### config.mk
export PLATFORM = sky130hd
export DESIGN_NAME = bf3_queue
export DESIGN_NICKNAME = d
export VERILOG_FILES = /design/src/design/bf3_queue.sv
export SDC_FILE = /design/constraint.sdc
export NUM_CORES = 1
export LEC_CHECK = 0
export BUFFER_PORTS_ARGS = -buffer_cell sky130_fd_sc_hd__buf_4
export CORE_ASPECT_RATIO = 0.7
export CORE_MARGIN = 2
export CORE_UTILIZATION = 55
export DETAILED_ROUTE_END_ITERATION = 16
export PLACE_DENSITY = 0.77
export SYNTH_ARGS = -nofsm -noshare
export SYNTH_HDL_FRONTEND = slang
export SYNTH_SLANG_ARGS = --single-unit
### constraint.sdc
create_clock -name clk -period 1.7 [get_ports clk]
set_input_delay 0 -clock clk [delete_from_list [all_inputs] [get_ports clk]]
set_output_delay 0 -clock clk [all_outputs]
set_load 0.01 [all_outputs]
### src/design/bf3_queue.sv
// Short first-in first-out queue that decouples the front end from the
// filter pipeline. Depends on nothing but its parameters.
`default_nettype none
module bf3_queue #(
	parameter int W     = 8,
	parameter int DEPTH = 4
) (
	input  wire logic         clk,
	input  wire logic         arst_n,
	input  wire logic         push,
	input  wire logic [W-1:0] push_data,
	output logic              full,
	input  wire logic         pop,
	output logic [W-1:0]      pop_data,
	output logic              not_empty
);

	localparam int PTR_W = (DEPTH > 1) ? $clog2(DEPTH) : 1;
	localparam int CNT_W = $clog2(DEPTH + 1);

	logic [W-1:0]     entry_q [DEPTH];
	logic [PTR_W-1:0] wr_q;
	logic [PTR_W-1:0] rd_q;
	logic [CNT_W-1:0] count_q;

	assign full      = (count_q == CNT_W'(DEPTH));
	assign not_empty = (count_q != '0);
	assign pop_data  = entry_q[rd_q];

	always_ff @(posedge clk) begin
		if (push) begin
			entry_q[wr_q] <= push_data;
		end
	end

	always_ff @(posedge clk or negedge arst_n) begin
		if (!arst_n) begin
			wr_q    <= '0;
			rd_q    <= '0;
			count_q <= '0;
		end else begin
			if (push) begin
				wr_q <= (wr_q == PTR_W'(DEPTH - 1)) ? '0 : wr_q + PTR_W'(1);
			end
			if (pop) begin
				rd_q <= (rd_q == PTR_W'(DEPTH - 1)) ? '0 : rd_q + PTR_W'(1);
			end
			unique case ({push, pop})
				2'b10:   count_q <= count_q + CNT_W'(1);
				2'b01:   count_q <= count_q - CNT_W'(1);
				default: count_q <= count_q;
			endcase
		end
	end

endmodule
`default_nettype wire

==> metrics.txt <==
# TYPE chip_impl_metric gauge
chip_impl_metric{name="drive_above_1_share",unit=""} 0.339
chip_impl_metric{name="ant_nets",unit=""} 0
chip_impl_metric{name="total_leakage_power",unit="uW"} 0.000730
chip_impl_metric{name="pin_count_of_the_biggest_net_entering_global_routing",unit=""} 12
chip_impl_info{name="layout.cells.most_common",value="sky130_fd_sc_hd__edfxtp_1"} 1
chip_impl_info{name="synth_top_area_cell",value="sky130_fd_sc_hd__edfxtp_1"} 1
chip_impl_metric{name="instances_no_fill",unit=""} 151
chip_impl_metric{name="power.switching_fraction",unit=""} 0.293
chip_impl_metric{name="postSynthRegisterBits",unit=""} 39
chip_impl_metric{name="biggest_fanout_along_the_worst_timing_path",unit=""} 11
chip_impl_metric{name="num_vias",unit=""} 777
chip_impl_metric{name="fillCellCount",unit=""} 171
chip_impl_metric{name="pre_cts_ws",unit="ps"} 217
chip_impl_metric{name="final_nets",unit=""} 133
chip_impl_metric{name="synthDominantCellAreaShare",unit=""} 0.614
chip_impl_metric{name="power.share.combinational",unit=""} 0.304
chip_impl_metric{name="pwr-share-seq",unit=""} 0.499
chip_impl_metric{name="totalNegativeSetupSlack",unit="ps"} 0
chip_impl_metric{name="seq_area_frac_synth",unit=""} 0.726
chip_impl_info{name="outcome",value="completed"} 1
chip_impl_metric{name="synthesis.area_per_instance",unit="um^2"} 20.3
chip_impl_metric{name="power.internal",unit="uW"} 2080
chip_impl_metric{name="antenna_found_initial",unit=""} 0
chip_impl_metric{name="clk_latency",unit="ps"} 280
chip_impl_metric{name="layout-area-overhead-vs-synth",unit="%"} 24.2
chip_impl_metric{name="routed_wirelength",unit="mm"} 2.66
chip_impl_metric{name="p_clk_frac",unit=""} 0.197
chip_impl_metric{name="global_route_wire_length_before_repair",unit="mm"} 4.29
chip_impl_metric{name="die-width",unit="um"} 67.8
chip_impl_metric{name="cp_data_required_time",unit="ps"} 1700
chip_impl_metric{name="synthesis.instances",unit=""} 77
chip_impl_metric{name="grt.overflow.total",unit=""} 0
chip_impl_metric{name="synth_area",unit="mm^2"} 0.00157
chip_impl_metric{name="worst_slack",unit="ps"} 119
chip_impl_metric{name="setup-violations-final",unit=""} 0
chip_impl_metric{name="regArea",unit="mm^2"} 0.00114
chip_impl_metric{name="synth-warning-count",unit=""} 0
chip_impl_metric{name="top_level_ports",unit=""} 22
chip_impl_metric{name="crit_arrival",unit="ps"} 1580
chip_impl_metric{name="cts.clk_slew.worst_paths",unit="ps"} 70
chip_impl_info{name="cts_tree",value="yes"} 1
chip_impl_metric{name="placement_rows",unit=""} 16
chip_impl_metric{name="skew",unit="ps"} 4.68
chip_impl_metric{name="dp.final_hpwl",unit="mm"} 1.74
chip_impl_metric{name="cts_num_sinks",unit=""} 39
chip_impl_metric{name="floorplan.initialDensity",unit=""} 0.571
chip_impl_metric{name="timing.final.crit_period",unit="ps"} 1580
chip_impl_metric{name="slew_headroom",unit=""} 0.697
chip_impl_metric{name="via_count_of_the_first_global_routing_pass",unit=""} 864
chip_impl_metric{name="max_cap_viol_count",unit=""} 0
chip_impl_metric{name="track_usage",unit=""} 0.196
chip_impl_metric{name="cts_max_level",unit=""} 2
chip_impl_metric{name="drt_iter0_markers",unit=""} 41
chip_impl_metric{name="worst_pin_slew",unit="ps"} 454
chip_impl_metric{name="io_buffers",unit=""} 21
chip_impl_metric{name="detailedRoute.firstPassIterationCount",unit=""} 4
chip_impl_metric{name="post_cts_buffers",unit=""} 0
chip_impl_info{name="path_class",value="flip-flop to output port"} 1
chip_impl_metric{name="numPlacedInstances",unit=""} 132
chip_impl_info{name="endpoint_kind",value="output port"} 1
chip_impl_metric{name="ctsLongestPathBuffers",unit=""} 2
chip_impl_metric{name="drt_wl_cell",unit="um"} 17.6
chip_impl_metric{name="die_h",unit="um"} 48.6
chip_impl_metric{name="tritoncts.num_buffers",unit=""} 5
chip_impl_metric{name="insertedDiodeCount",unit=""} 0
chip_impl_metric{name="max_slew_violation_count",unit=""} 0
chip_impl_info{name="type_of_the_most_critical_hold_path",value="primary input to asynchronous set/reset pin"} 1
chip_impl_info{name="start_kind",value="flip-flop"} 1
chip_impl_metric{name="fmaxAchievable",unit="MHz"} 632
chip_impl_metric{name="layout_worst_path_cycle_share",unit=""} 0.930
chip_impl_metric{name="mappedNetlistNets",unit=""} 96
chip_impl_info{name="final_cell_mix",value="32 x sky130_fd_sc_hd__edfxtp_1, 21 x sky130_fd_sc_hd__buf_4, 11 x sky130_fd_sc_hd__dlygate4sd3_1"} 1
chip_impl_metric{name="final-hold-violation-count",unit=""} 0
chip_impl_metric{name="multiInputGateArea",unit="um^2"} 402
chip_impl_metric{name="routed_via_density",unit=""} 5.15
chip_impl_info{name="cts_root_buf",value="sky130_fd_sc_hd__clkbuf_8"} 1
chip_impl_info{name="synthTopCellsByArea",value="sky130_fd_sc_hd__edfxtp_1 61%, sky130_fd_sc_hd__mux4_2 12%, sky130_fd_sc_hd__dfrtp_1 11%, sky130_fd_sc_hd__ha_1 4.8%, sky130_fd_sc_hd__mux2_2 2.2%"} 1
chip_impl_metric{name="gp_routability_congestion",unit=""} 0.691
chip_impl_metric{name="peakVddDrop",unit="mV"} 0.883
chip_impl_metric{name="post_synth_num_cell_types",unit=""} 17
chip_impl_metric{name="die_footprint",unit="mm^2"} 0.00330
chip_impl_metric{name="drt_drc_violations_left",unit=""} 0
chip_impl_info{name="grt_setup_unrepaired",value="false"} 1
chip_impl_metric{name="design.core.area",unit="mm^2"} 0.00274
chip_impl_metric{name="pwr_density_cell",unit="mW/mm^2"} 1510
chip_impl_metric{name="total_switching_power",unit="uW"} 861
[state kept, by name, indices dropped and copies added (netlist names)]
name / flops
entry_q: 32
rd_q: 2
count_q: 3
wr_q: 2
[per-layer routing]
layer  track usage  routed length, um  up-vias
met3        0.0698                 98        2
met2         0.309               1400       17
met5             0                  0        -
li1              -                  -      368
met1         0.258               1140      390
met4        0.0612                 13        0
[area by class of cell]
cell class	instances	area share
Clock inverter	1	0.00257
Inverter	3	0.00579
Clock buffer	7	0.0393
Timing Repair Buffer	32	0.138
Tap cell	36	0.0232
Sequential cell	39	0.585
Multi-Input combinational cell	33	0.207
[power groups by stage]
| stage | logic [uW] | clock network, uW | registers (uW) |
|---|---|---|---|
| floorplan | 655 | 0 | 1350 |
| global placement | 834 | 0 | 1470 |
| detailed placement | 877 | 0 | 1490 |
| CTS | 913 | 587 | 1480 |
| global route | 980 | 636 | 1510 |
| finish | 894 | 579 | 1470 |
[kinds of logic after synthesis]
group,count (synthesis),share of synthesized area
compound gates,2,0.00640
xor+xnor,3,0.0168
buf+inv,5,0.0176
mux,11,0.137
fa+ha+maj,7,0.0608
simple gates,10,0.0360
flops,39,0.726
[critical path: stages, from the launching register on]
cell                      delay, ps
sky130_fd_sc_hd__dfrtp_2        580
sky130_fd_sc_hd__mux4_2         560
sky130_fd_sc_hd__buf_4          160
[final timing paths]
path                               from             to  slack, ps  cells past startpoint
max                             rd_q[0]    pop_data[0]        120                      2
max in group asynchronous        arst_n        rd_q[0]       1510                      2
min reg2reg                  count_q[2]     count_q[2]        490                      1
max reg2reg                     wr_q[0]  entry_q[2][0]        240                      3
min in group clk           push_data[5]  entry_q[0][5]        460                      2
min                              arst_n     count_q[1]         60                      2
[synthesized netlist by cell type]
library cell and n:
sky130_fd_sc_hd__nor2_1 2, sky130_fd_sc_hd__xnor2_1 2, sky130_fd_sc_hd__edfxtp_1 32, sky130_fd_sc_hd__nand2_1 1, sky130_fd_sc_hd__xor2_1 1, sky130_fd_sc_hd__mux4_2 8
sky130_fd_sc_hd__buf_2 1, sky130_fd_sc_hd__buf_6 1, sky130_fd_sc_hd__fa_1 1, sky130_fd_sc_hd__inv_1 3, sky130_fd_sc_hd__and2_1 4, sky130_fd_sc_hd__nor3b_1 1
sky130_fd_sc_hd__dfrtp_1 7, sky130_fd_sc_hd__or3_1 2, sky130_fd_sc_hd__o21ai_0 2, sky130_fd_sc_hd__mux2_2 3, sky130_fd_sc_hd__ha_1 6
[timing repair]
action | CTS | global route
endpoints found under the setup margin | 8 | 0
hold endpoints to repair | 43 | 0
gates resized for setup | 1 | 0
hold buffers | 11 | 0
[through the flow]
step / hold WS, ps / util / cell area [um^2] / power (uW)
after floorplan: -296 / - / 1570 / 2010
after global placement: -184 / 0.639 / 1750 / 2300
after detailed placement: -180 / 0.639 / 1750 / 2370
after CTS: 59.0 / 0.709 / 1940 / 2980
after global routing: 56.8 / 0.709 / 1940 / 3120
final: 55.3 / 0.709 / 1940 / 2940
(Power assumes the default switching activity.)
