--- src/design/bf3_pkg.sv ---
// Package for the 3x3 zero-padded box filter: widths, register map, the
// per-item control flags and the divide-by-nine reciprocal.
// No dependencies.
`default_nettype none
package bf3_pkg;

	localparam int DATA_W        = 8;
	localparam int WIDTH_W       = 11;
	localparam int HEIGHT_W      = 13;
	localparam int MAX_WIDTH_DEF = 1024;

	// APB register map, one 32-bit word per register
	localparam int APB_DATA_W = 32;
	localparam int ADDR_W     = 3;
	localparam int ADDR_IDX   = 2;
	localparam logic REG_FRAME_WIDTH  = 1'b0;
	localparam logic REG_FRAME_HEIGHT = 1'b1;

	localparam logic [WIDTH_W-1:0]  WIDTH_RESET  = WIDTH_W'(640);
	localparam logic [HEIGHT_W-1:0] HEIGHT_RESET = HEIGHT_W'(480);

	// decoupling queue between classification and the filter pipeline
	localparam int QUEUE_DEPTH = 4;

	// nine pixels of 255 sum to 2295; floor(s/9) == (s*7282) >> 16 over that range
	localparam int SUM_W       = 12;
	localparam int RECIP_W     = 13;
	localparam int RECIP_SHIFT = 16;
	localparam logic [RECIP_W-1:0] RECIP_NINE = RECIP_W'(7282);

	// one window column: [0] two rows up, [1] one row up, [2] current row
	typedef logic [2:0][DATA_W-1:0] column_t;

	// what the front decides for each item
	typedef struct packed {
		logic emit;       // item completes a result
		logic first_col;  // result sits in column 0
		logic last_col;   // result sits in the last column
		logic first_row;  // result sits in row 0
		logic last_row;   // result sits in the last row
	} ctl_t;

endpackage
`default_nettype wire

--- src/design/bf3_front.sv ---
// Front end of the box filter: takes input items, tracks raster positions of
// input and result, and classifies each item for the back end.
// Depends on bf3_pkg.
`default_nettype none
module bf3_front #(
	parameter int MAX_WIDTH = bf3_pkg::MAX_WIDTH_DEF
) (
	input  wire logic                          clk,
	input  wire logic                          arst_n,
	input  wire logic                          restart,
	input  wire logic [bf3_pkg::WIDTH_W-1:0]   frame_width,
	input  wire logic [bf3_pkg::HEIGHT_W-1:0]  frame_height,
	input  wire logic                          in_valid,
	output logic                               in_ready,
	input  wire logic                          func,
	input  wire logic [bf3_pkg::DATA_W-1:0]    pixel_in,
	input  wire logic                          q_full,
	output logic                               push,
	output logic [bf3_pkg::DATA_W-1:0]         push_pix,
	output logic [$clog2(MAX_WIDTH)-1:0]       push_col,
	output bf3_pkg::ctl_t                      push_ctl
);

	localparam int COL_W = $clog2(MAX_WIDTH);
	localparam int ROW_W = bf3_pkg::HEIGHT_W;

	logic [COL_W-1:0] in_col_q;
	logic [COL_W-1:0] out_col_q;
	logic [COL_W-1:0] w_m1;
	logic [1:0]       in_row_q;   // saturates at two rows in
	logic [ROW_W-1:0] out_row_q;
	logic [ROW_W-1:0] h_m1;
	bf3_pkg::ctl_t    ctl;

	// clamp the width to 1..MAX_WIDTH and the height to at least 1
	always_comb begin
		priority if (frame_width == '0) begin
			w_m1 = '0;
		end else if (32'(frame_width) > MAX_WIDTH) begin
			w_m1 = COL_W'(MAX_WIDTH - 1);
		end else begin
			w_m1 = COL_W'(32'(frame_width) - 32'd1);
		end
	end

	assign h_m1 = (frame_height == '0) ? '0 : frame_height - ROW_W'(1);

	// a result is due once the input is one row plus one pixel ahead
	always_comb begin
		ctl.emit      = in_row_q[1] || (in_row_q == 2'd1 && in_col_q != '0);
		ctl.first_col = (out_col_q == '0);
		ctl.last_col  = (out_col_q == w_m1);
		ctl.first_row = (out_row_q == '0);
		ctl.last_row  = (out_row_q == h_m1);
	end

	assign in_ready = !q_full;
	assign push     = in_valid && !q_full;
	assign push_pix = func ? '0 : pixel_in;
	assign push_col = in_col_q;
	assign push_ctl = ctl;

	always_ff @(posedge clk or negedge arst_n) begin
		if (!arst_n) begin
			in_col_q  <= '0;
			in_row_q  <= '0;
			out_col_q <= '0;
			out_row_q <= '0;
		end else if (restart) begin
			in_col_q  <= '0;
			in_row_q  <= '0;
			out_col_q <= '0;
			out_row_q <= '0;
		end else if (push) begin
			if (in_col_q == w_m1) begin
				in_col_q <= '0;
				if (!in_row_q[1]) begin
					in_row_q <= in_row_q + 2'd1;
				end
			end else begin
				in_col_q <= in_col_q + COL_W'(1);
			end
			if (ctl.emit) begin
				if (ctl.last_col) begin
					out_col_q <= '0;
					if (ctl.last_row) begin
						// frame done: start the next one from the top
						out_row_q <= '0;
						in_col_q  <= '0;
						in_row_q  <= '0;
					end else begin
						out_row_q <= out_row_q + ROW_W'(1);
					end
				end else begin
					out_col_q <= out_col_q + COL_W'(1);
				end
			end
		end
	end

endmodule
`default_nettype wire

--- config.mk ---
export PLATFORM = sky130hd
export DESIGN_NAME = bf3_front
export DESIGN_NICKNAME = d
export VERILOG_FILES = /design/src/design/bf3_pkg.sv /design/src/design/bf3_front.sv
export SDC_FILE = /design/constraint.sdc
export NUM_CORES = 1
export LEC_CHECK = 0
export BUFFER_PORTS_ARGS = -buffer_cell sky130_fd_sc_hd__buf_4
export CAP_MARGIN = 20
export CORE_AREA = 2 2 115 117
export DETAILED_ROUTE_END_ITERATION = 16
export DIE_AREA = 0 0 117 119
export PLACE_DENSITY_LB_ADDON = 0.2
export SLEW_MARGIN = 20
export SYNTH_ARGS = -nofsm -noshare
export SYNTH_HDL_FRONTEND = slang
export SYNTH_SLANG_ARGS = --single-unit
--- constraint.sdc ---
create_clock -name clk -period 6.23 [get_ports clk]
set_clock_uncertainty 0.1 [all_clocks]
set_input_delay 1.246 -clock clk [delete_from_list [all_inputs] [get_ports clk]]
set_output_delay 1.246 -clock clk [all_outputs]
set_load 0.05 [all_outputs]
==> out/metrics.yaml, run 1 <==
routing:
  ant_nets: 0
  drc: 0
  num_vias: 3922
  wl_um: 11600
  via_per_inst: 5.52
  wire_per_inst_um: 16.3
  drt-initial-drc-count: 186
  first_pass_iters: 5
synth:
  yosys.area_share.adder_pct: 3.37
  synthSimpleGateAreaFrac_pct: 35.4
  muxShareOfSynthArea_pct: 0.875
  synth_top_family_by_area: "simple AND/OR/NAND/NOR gates"
  netlist_area_mm2: 0.00372
  syn-num-nets: 530
  synth_area_leaders: "dfrtp_1, nor2_1, nand2_1, ha_1, nor2b_1"
  synthArstFlopShare_pct: 100
  yosysTopAreaCell: "dfrtp_1"
  synthTopCellsByCount: "nor2_1, dfrtp_1, nand2_1"
  ys_seq_area_share_pct: 23.6
  synth-xor-area-share_pct: 6.73
  ys_seq_elements: 35
  yosysMostFrequentCell: "nor2_1"
  yosysWarnings: 0
  synth_compound_area_share_pct: 24.3
  ys.flop_type: "dfrtp_1"
  ys_types: 78
  synth-edff-count: 0
  syn_area_per_cell_um2: 7.71
  syn_inst: 482
  synth_top_area_share_pct: 23.6
timing:
  post-route-min-period_ns: 5.49
  fin_setup_tns_ns: 0
  tightestPinTransition_ns: 0.763
  relSlewSlack_pct: 48.9
  rsz0062_at_grt: "false"
  drv_slew: 0
  final.period_utilization_pct: 88.1
  hold_viol: 0
  setup_viol: 0
  fmax_mhz: 182
place:
  dpl.hpwl_um: 8980
  io_buffer_count: 62
  placed_cells: 703
  gp_congestion: 0.861
finish:
  nets: 582
  register_area_um2: 876
  syn_to_final_growth_pct: 21.3
  nFillCells: 1371
  final_util_pct: 35.0
  antenna_cells: 0
  final-instance-count-excl-fill: 711
  multi_input_area_mm2: 0.00263
  layout-drive-gt1-share_pct: 18.1
global_routing:
  grt_pass1_vias: 3645
  grt_max_degree: 36
  overflow: 0
  antenna_found_initial: 0
  grt_pass1_wl_um: 18800
  grt.total_usage_pct: 16.8
clocking:
  cts_tree: "done"
  h-tree-depth: 2
  post_cts_buffers: 0
  ctsRootBufferMaster: "clkbuf_16"
  clk_latency_ns: 0.28
  clk_pin_slew_ns: 0.05
  cts_sinks: 35
  numCtsBuffers: 5
  clock_path_buffers: 2
  cts_hold_buf: 0
  cts_resized: 0
power:
  p_leak_uw: 0.00185
  peakVddDrop_mv: 0.0852
  powerDensity_mw_per_mm2: 148
hold_path:
  hp-class: "reg2reg"
critical_path:
  worst_path_largest_cell_delay_ns: 0.53
  critPathSlowestCell: "nor4b_1"
  crit_type: "in2out"
  crit_chain: "buf_4 > inv_1 > ha_1 > nor4b_1 > nand4_1 > o32ai_1 > a41oi_1 > nor4b_1 > nand4_1 > inv_1 > buf_4"
  cp.required_ns: 4.88
  path_buf_inv: 4
  cp-end-kind: "primary output"
  critPathMaxFanout: 9
  cp_top_family: "simple AND/OR/NAND/NOR gates"
  arrival_ns: 4.14
  crit_path_start_kind: "input port"
job:
  drv_cap: 0
floorplan:
  io_pins: 63
  die-area_mm2: 0.0139
  core-area_mm2: 0.0129
  die_w_um: 117
  initial_core_util_pct: 28.9
  fp.dieH_um: 119
  rows: 42
outcome:
  status: "finished, final reports clean"
==> cell families (layout without fill, tap and decap cells) <==
logic type / Yosys count / after routing
multiplexers: 3 / 3
AND/OR/NAND/NOR: 232 / 232
XOR/XNOR: 27 / 27
buffers and inverters: 52 / 105
flip-flops: 35 / 35
adder cells (fa/ha/maj): 10 / 10
AO/OA/AOI/OAI: 123 / 123
==> path summary, 6_finish.rpt <==
check / slack [ns] / depth (start not counted) / startpoint / endpoint
worst min register to register: 0.45 / 2 / in_row_q[1]$_DFFE_PN0P_ / in_row_q[1]$_DFFE_PN0P_
worst min-delay path: 0.45 / 2 / in_row_q[1]$_DFFE_PN0P_ / in_row_q[1]$_DFFE_PN0P_
worst max-delay path: 0.74 / 11 / frame_height[0] / push_ctl[0]
worst max register to register: 3.04 / 8 / out_col_q[3]$_DFFE_PN0P_ / out_row_q[10]$_DFFE_PN0P_
max in group asynchronous: 4.87 / 1 / arst_n / push_col[4]$_DFFE_PN0P_
min in group asynchronous: 0.81 / 1 / arst_n / out_row_q[2]$_DFFE_PN0P_
==> metrics by stage <==
step                setup slack [ns]  power [uW]  cell area, um2  hold slack [ns]
finish                         0.741         666            4510            0.454
global route                   0.463         699            4510            0.493
CTS                            0.763         674            4510            0.460
detailed placement             0.780         374            4330            0.443
global placement               0.957         373            4330            0.417
floorplan                       1.26         317            3720            0.394
==> sequential cells by signal, indices dropped and copies added, names as in the netlist <==
signal	flops
in_row_q	2
out_col_q	10
out_row_q	13
push_col	10
==> area by class of cell <==
cell class              count  share of cell area, %
clock inverters             2                  0.777
clock buffers               6                   3.08
repair buffers             66                   11.0
multi-input cells         395                   58.2
inverters                  31                   2.58
flip-flops and latches     35                   19.4
well taps                 176                   4.89
==> layer usage <==
metal / wire [um] / vias up / share of wire, % / track usage [%]
met5: 0 / - / 0 / 0
met3: 416 / 7 / 3.6 / 2.95
li1: - / 1907 / - / -
met1: 5720 / 1927 / 49 / 24.6
met2: 5350 / 81 / 46 / 25.9
met4: 109 / 0 / 0.94 / 3.31
==> worst register-to-register path: cells and delay by family (launching register included) <==
kind	cells	cell delay [ns]
AND/OR/NAND/NOR	3	0.80
flip-flops	1	0.50
AO/OA/AOI/OAI	5	1.67
==> power breakdown <==
group | internal, uW | switching, uW | leakage [uW]
Sequential | 228 | 2.72 | 0.000488
Combinational | 51.8 | 87.7 | 0.00128
Clock | 199 | 96.7 | 0.0000868
==> layout by cell type (no fill, tap or decap), drive strengths merged, types with 10 or more instances in the layout <==
cell and n:
nor4 14, nor3 28, o21ai 29, nand2 34, buf 66, xnor2 12
xor2 14, inv 31, ha 10, and3 12, nand4 11, nor2b 20
nand3 24, a22o 13, nor2 46, dfrtp 35, a21oi 21
Note: power is estimated with default switching activity, not from simulation.
==> run 2: changes to the inputs <==
- CTS_CLUSTER_SIZE: unset -> 28
- MAX_ROUTING_LAYER: unset -> met4
==> run 2 against run 1 <==
Design area fell by 0.56%. Sequential power barely moved. Sequential share of layout area rose by 0.11 points. Core utilization fell by 0.19 points. Count of clock-buffer cells in the layout rose by 2. Register-to-register slack improved by 0.03 ns. Power fell by 4.7%. Via count fell by 2.6%. Clock power fell by 10%. Global-route usage rose by 0.43 points. Critical path type unchanged. Largest cell class unchanged.
==> out/metrics.yaml, run 2 (same netlist as run 1, synthesis figures left out) <==
critical_path:
  cp-end-kind: "primary output"
  crit_path_start_kind: "input port"
  arrival_ns: 4.10  # -0.04 ns
  crit_chain: "buf_4 > inv_1 > ha_1 > nor4b_1 > nand4_1 > o32ai_1 > a41oi_1 > nor4b_1 > nand4_1 > inv_1 > buf_4"
  critPathSlowestCell: "nor4b_1"
  worst_path_largest_cell_delay_ns: 0.53  # about the same
  worstSetupStartpoint: "frame_height[0]"
  crit_type: "in2out"
  cp.required_ns: 4.88  # about the same
  r2r_start: "out_col_q[3]$_DFFE_PN0P_"
  critPathMaxFanout: 9  # unchanged
clocking:
  clock_path_buffers: 2  # unchanged
  post_cts_buffers: 0  # unchanged
  h-tree-depth: 2  # unchanged
  cts_sinks: 35  # unchanged
  clk_pin_slew_ns: 0.06  # about the same
  clk_latency_ns: 0.28  # about the same
  cts_tree: "done"
  cts_resized: 0  # unchanged
  cts_hold_buf: 0  # unchanged
  numCtsBuffers: 5  # unchanged
  ctsRootBufferMaster: "clkbuf_16"
finish:
  largest_reg_flops: 13  # unchanged
  nets: 581  # -0.17%
  layout-drive-gt1-share_pct: 17.8  # -0.34 points
  layout_commonest_cell: "buf_4"
  nFillCells: 1359  # -0.88%
  layout_common_cells: "buf_4, nor2_1, dfrtp_1"
  multi_input_area_mm2: 0.00263  # unchanged
  antenna_cells: 0  # unchanged
  register_area_um2: 876  # unchanged
  syn_to_final_growth_pct: 20.6
  regMostFlops: "out_row_q"
global_routing:
  antenna_found_initial: 0  # unchanged
  grt_pass1_wl_um: 18800  # +0.19%
  grt_max_degree: 36  # unchanged
  grt.total_usage_pct: 17.2  # +0.43 points
  overflow: 0  # unchanged
  grt_pass1_vias: 3594  # -1.4%
power:
  internal_power_uw: 450  # -6.1%
  switching_share_pct: 29.1  # +1.0 points
  powerDensity_mw_per_mm2: 142  # -4.1%
  peakVddDrop_mv: 0.0857  # +0.58%
  comb_power_share_pct: 21.9  # +1.0 points
  power_switching_uw: 185  # -1.1%
  total_power_uw: 635  # -4.7%
  seqPwrFrac_pct: 36.4  # +1.7 points
  p_leak_uw: 0.00184  # -0.78%
  p_clk_share_pct: 41.7  # -2.7 points
routing:
  drc: 0  # unchanged
  drt-initial-drc-count: 242  # +30%
  wire_per_inst_um: 15.9  # -2.5%
  via_per_inst: 5.38  # -2.4%
  num_vias: 3821  # -2.6%
  ant_nets: 0  # unchanged
  wl_um: 11300  # -2.7%
  first_pass_iters: 4  # -1
floorplan:
  io_pins: 63  # unchanged
  die-area_mm2: 0.0139  # unchanged
  die_w_um: 117  # unchanged
  initial_core_util_pct: 28.9  # unchanged
  rows: 42  # unchanged
  core-area_mm2: 0.0129  # unchanged
  fp.dieH_um: 119  # unchanged
timing:
  hold_viol: 0  # unchanged
  fin_setup_tns_ns: 0  # unchanged
  drv_slew: 0  # unchanged
  fmax_mhz: 183  # +0.70%
  final.period_utilization_pct: 87.5  # -0.61 points
  tightestPinTransition_ns: 0.764  # +0.000801 ns
  rsz0062_at_grt: "false"
  relSlewSlack_pct: 48.9  # -0.054 points
  post-route-min-period_ns: 5.45  # -0.0382 ns
  setup_viol: 0  # unchanged
place:
  io_buffer_count: 62  # unchanged
  dpl.hpwl_um: 8770  # -2.4%
  gp_congestion: 0.883  # +2.5%
hold_path:
  min_from: "in_row_q[0]$_DFFE_PN0P_"
  hp-class: "reg2reg"
job:
  drv_cap: 0  # unchanged
outcome:
  status: "finished, final reports clean"
[run 2: layout make-up]
| type | instances | share of cell area (%) |
|---|---|---|
| tap | 176 | 4.91 |
| multi-input combinational | 395 | 58.6 |
| timing repair buffer | 65 | 10.9 |
| sequential | 35 | 19.5 |
| clock buffer | 8 | 3.49 |
| inverter | 31 | 2.60 |
[run 2: power by group through the flow]
stage / clock [uW] / combinational (uW) / sequential (uW)
2_1_floorplan: 0 / 79.2 / 238
3_3_place_gp: 0 / 138 / 235
3_5_place_dp: 0 / 139 / 235
4_1_cts: 271 / 139 / 231
5_1_grt: 286 / 152 / 231
6_report: 265 / 139 / 231
[run 2: final timing paths]
path / end / slack (ns) / cells past startpoint
setup / recovery: push_ctl[0] / 0.78 / 11
hold / removal: in_row_q[0]$_DFFE_PN0P_ / 0.46 / 2
setup reg to reg: out_row_q[11]$_DFFE_PN0P_ / 3.07 / 8
hold reg to reg: in_row_q[0]$_DFFE_PN0P_ / 0.46 / 2
max in group asynchronous: push_col[6]$_DFFE_PN0P_ / 4.87 / 1
min in group asynchronous: out_row_q[2]$_DFFE_PN0P_ / 0.81 / 1
[run 2: worst max-delay path, delay by kind of cell]
family	cells	cell delay, ns
AO/OA/AOI/OAI	2	0.47
adder cells (fa/ha/maj)	1	0.21
buffers and inverters	4	0.63
AND/OR/NAND/NOR	4	1.54
[run 2: through the flow]
step / cell area (um2) / utilization [%] / setup slack [ns] / hold WS, ns / cells
finish: 4480 / 34.8 / 0.779 / 0.464 / 710
global route: 4480 / 34.8 / 0.433 / 0.500 / 710
global placement: 4330 / 33.6 / 0.947 / 0.426 / 702
detailed placement: 4330 / 33.6 / 0.824 / 0.444 / 702
floorplan: 3720 / - / 1.26 / 0.394 / 482
CTS: 4480 / 34.8 / 0.814 / 0.455 / 710
[run 2: routing by layer]
layer	global-route usage [%]	share of wire, %	wire (um)
met3	2.65	4.0	456
met5	-	0	0
met2	25.3	46	5230
met1	25.2	49	5570
met4	3.31	0.22	25
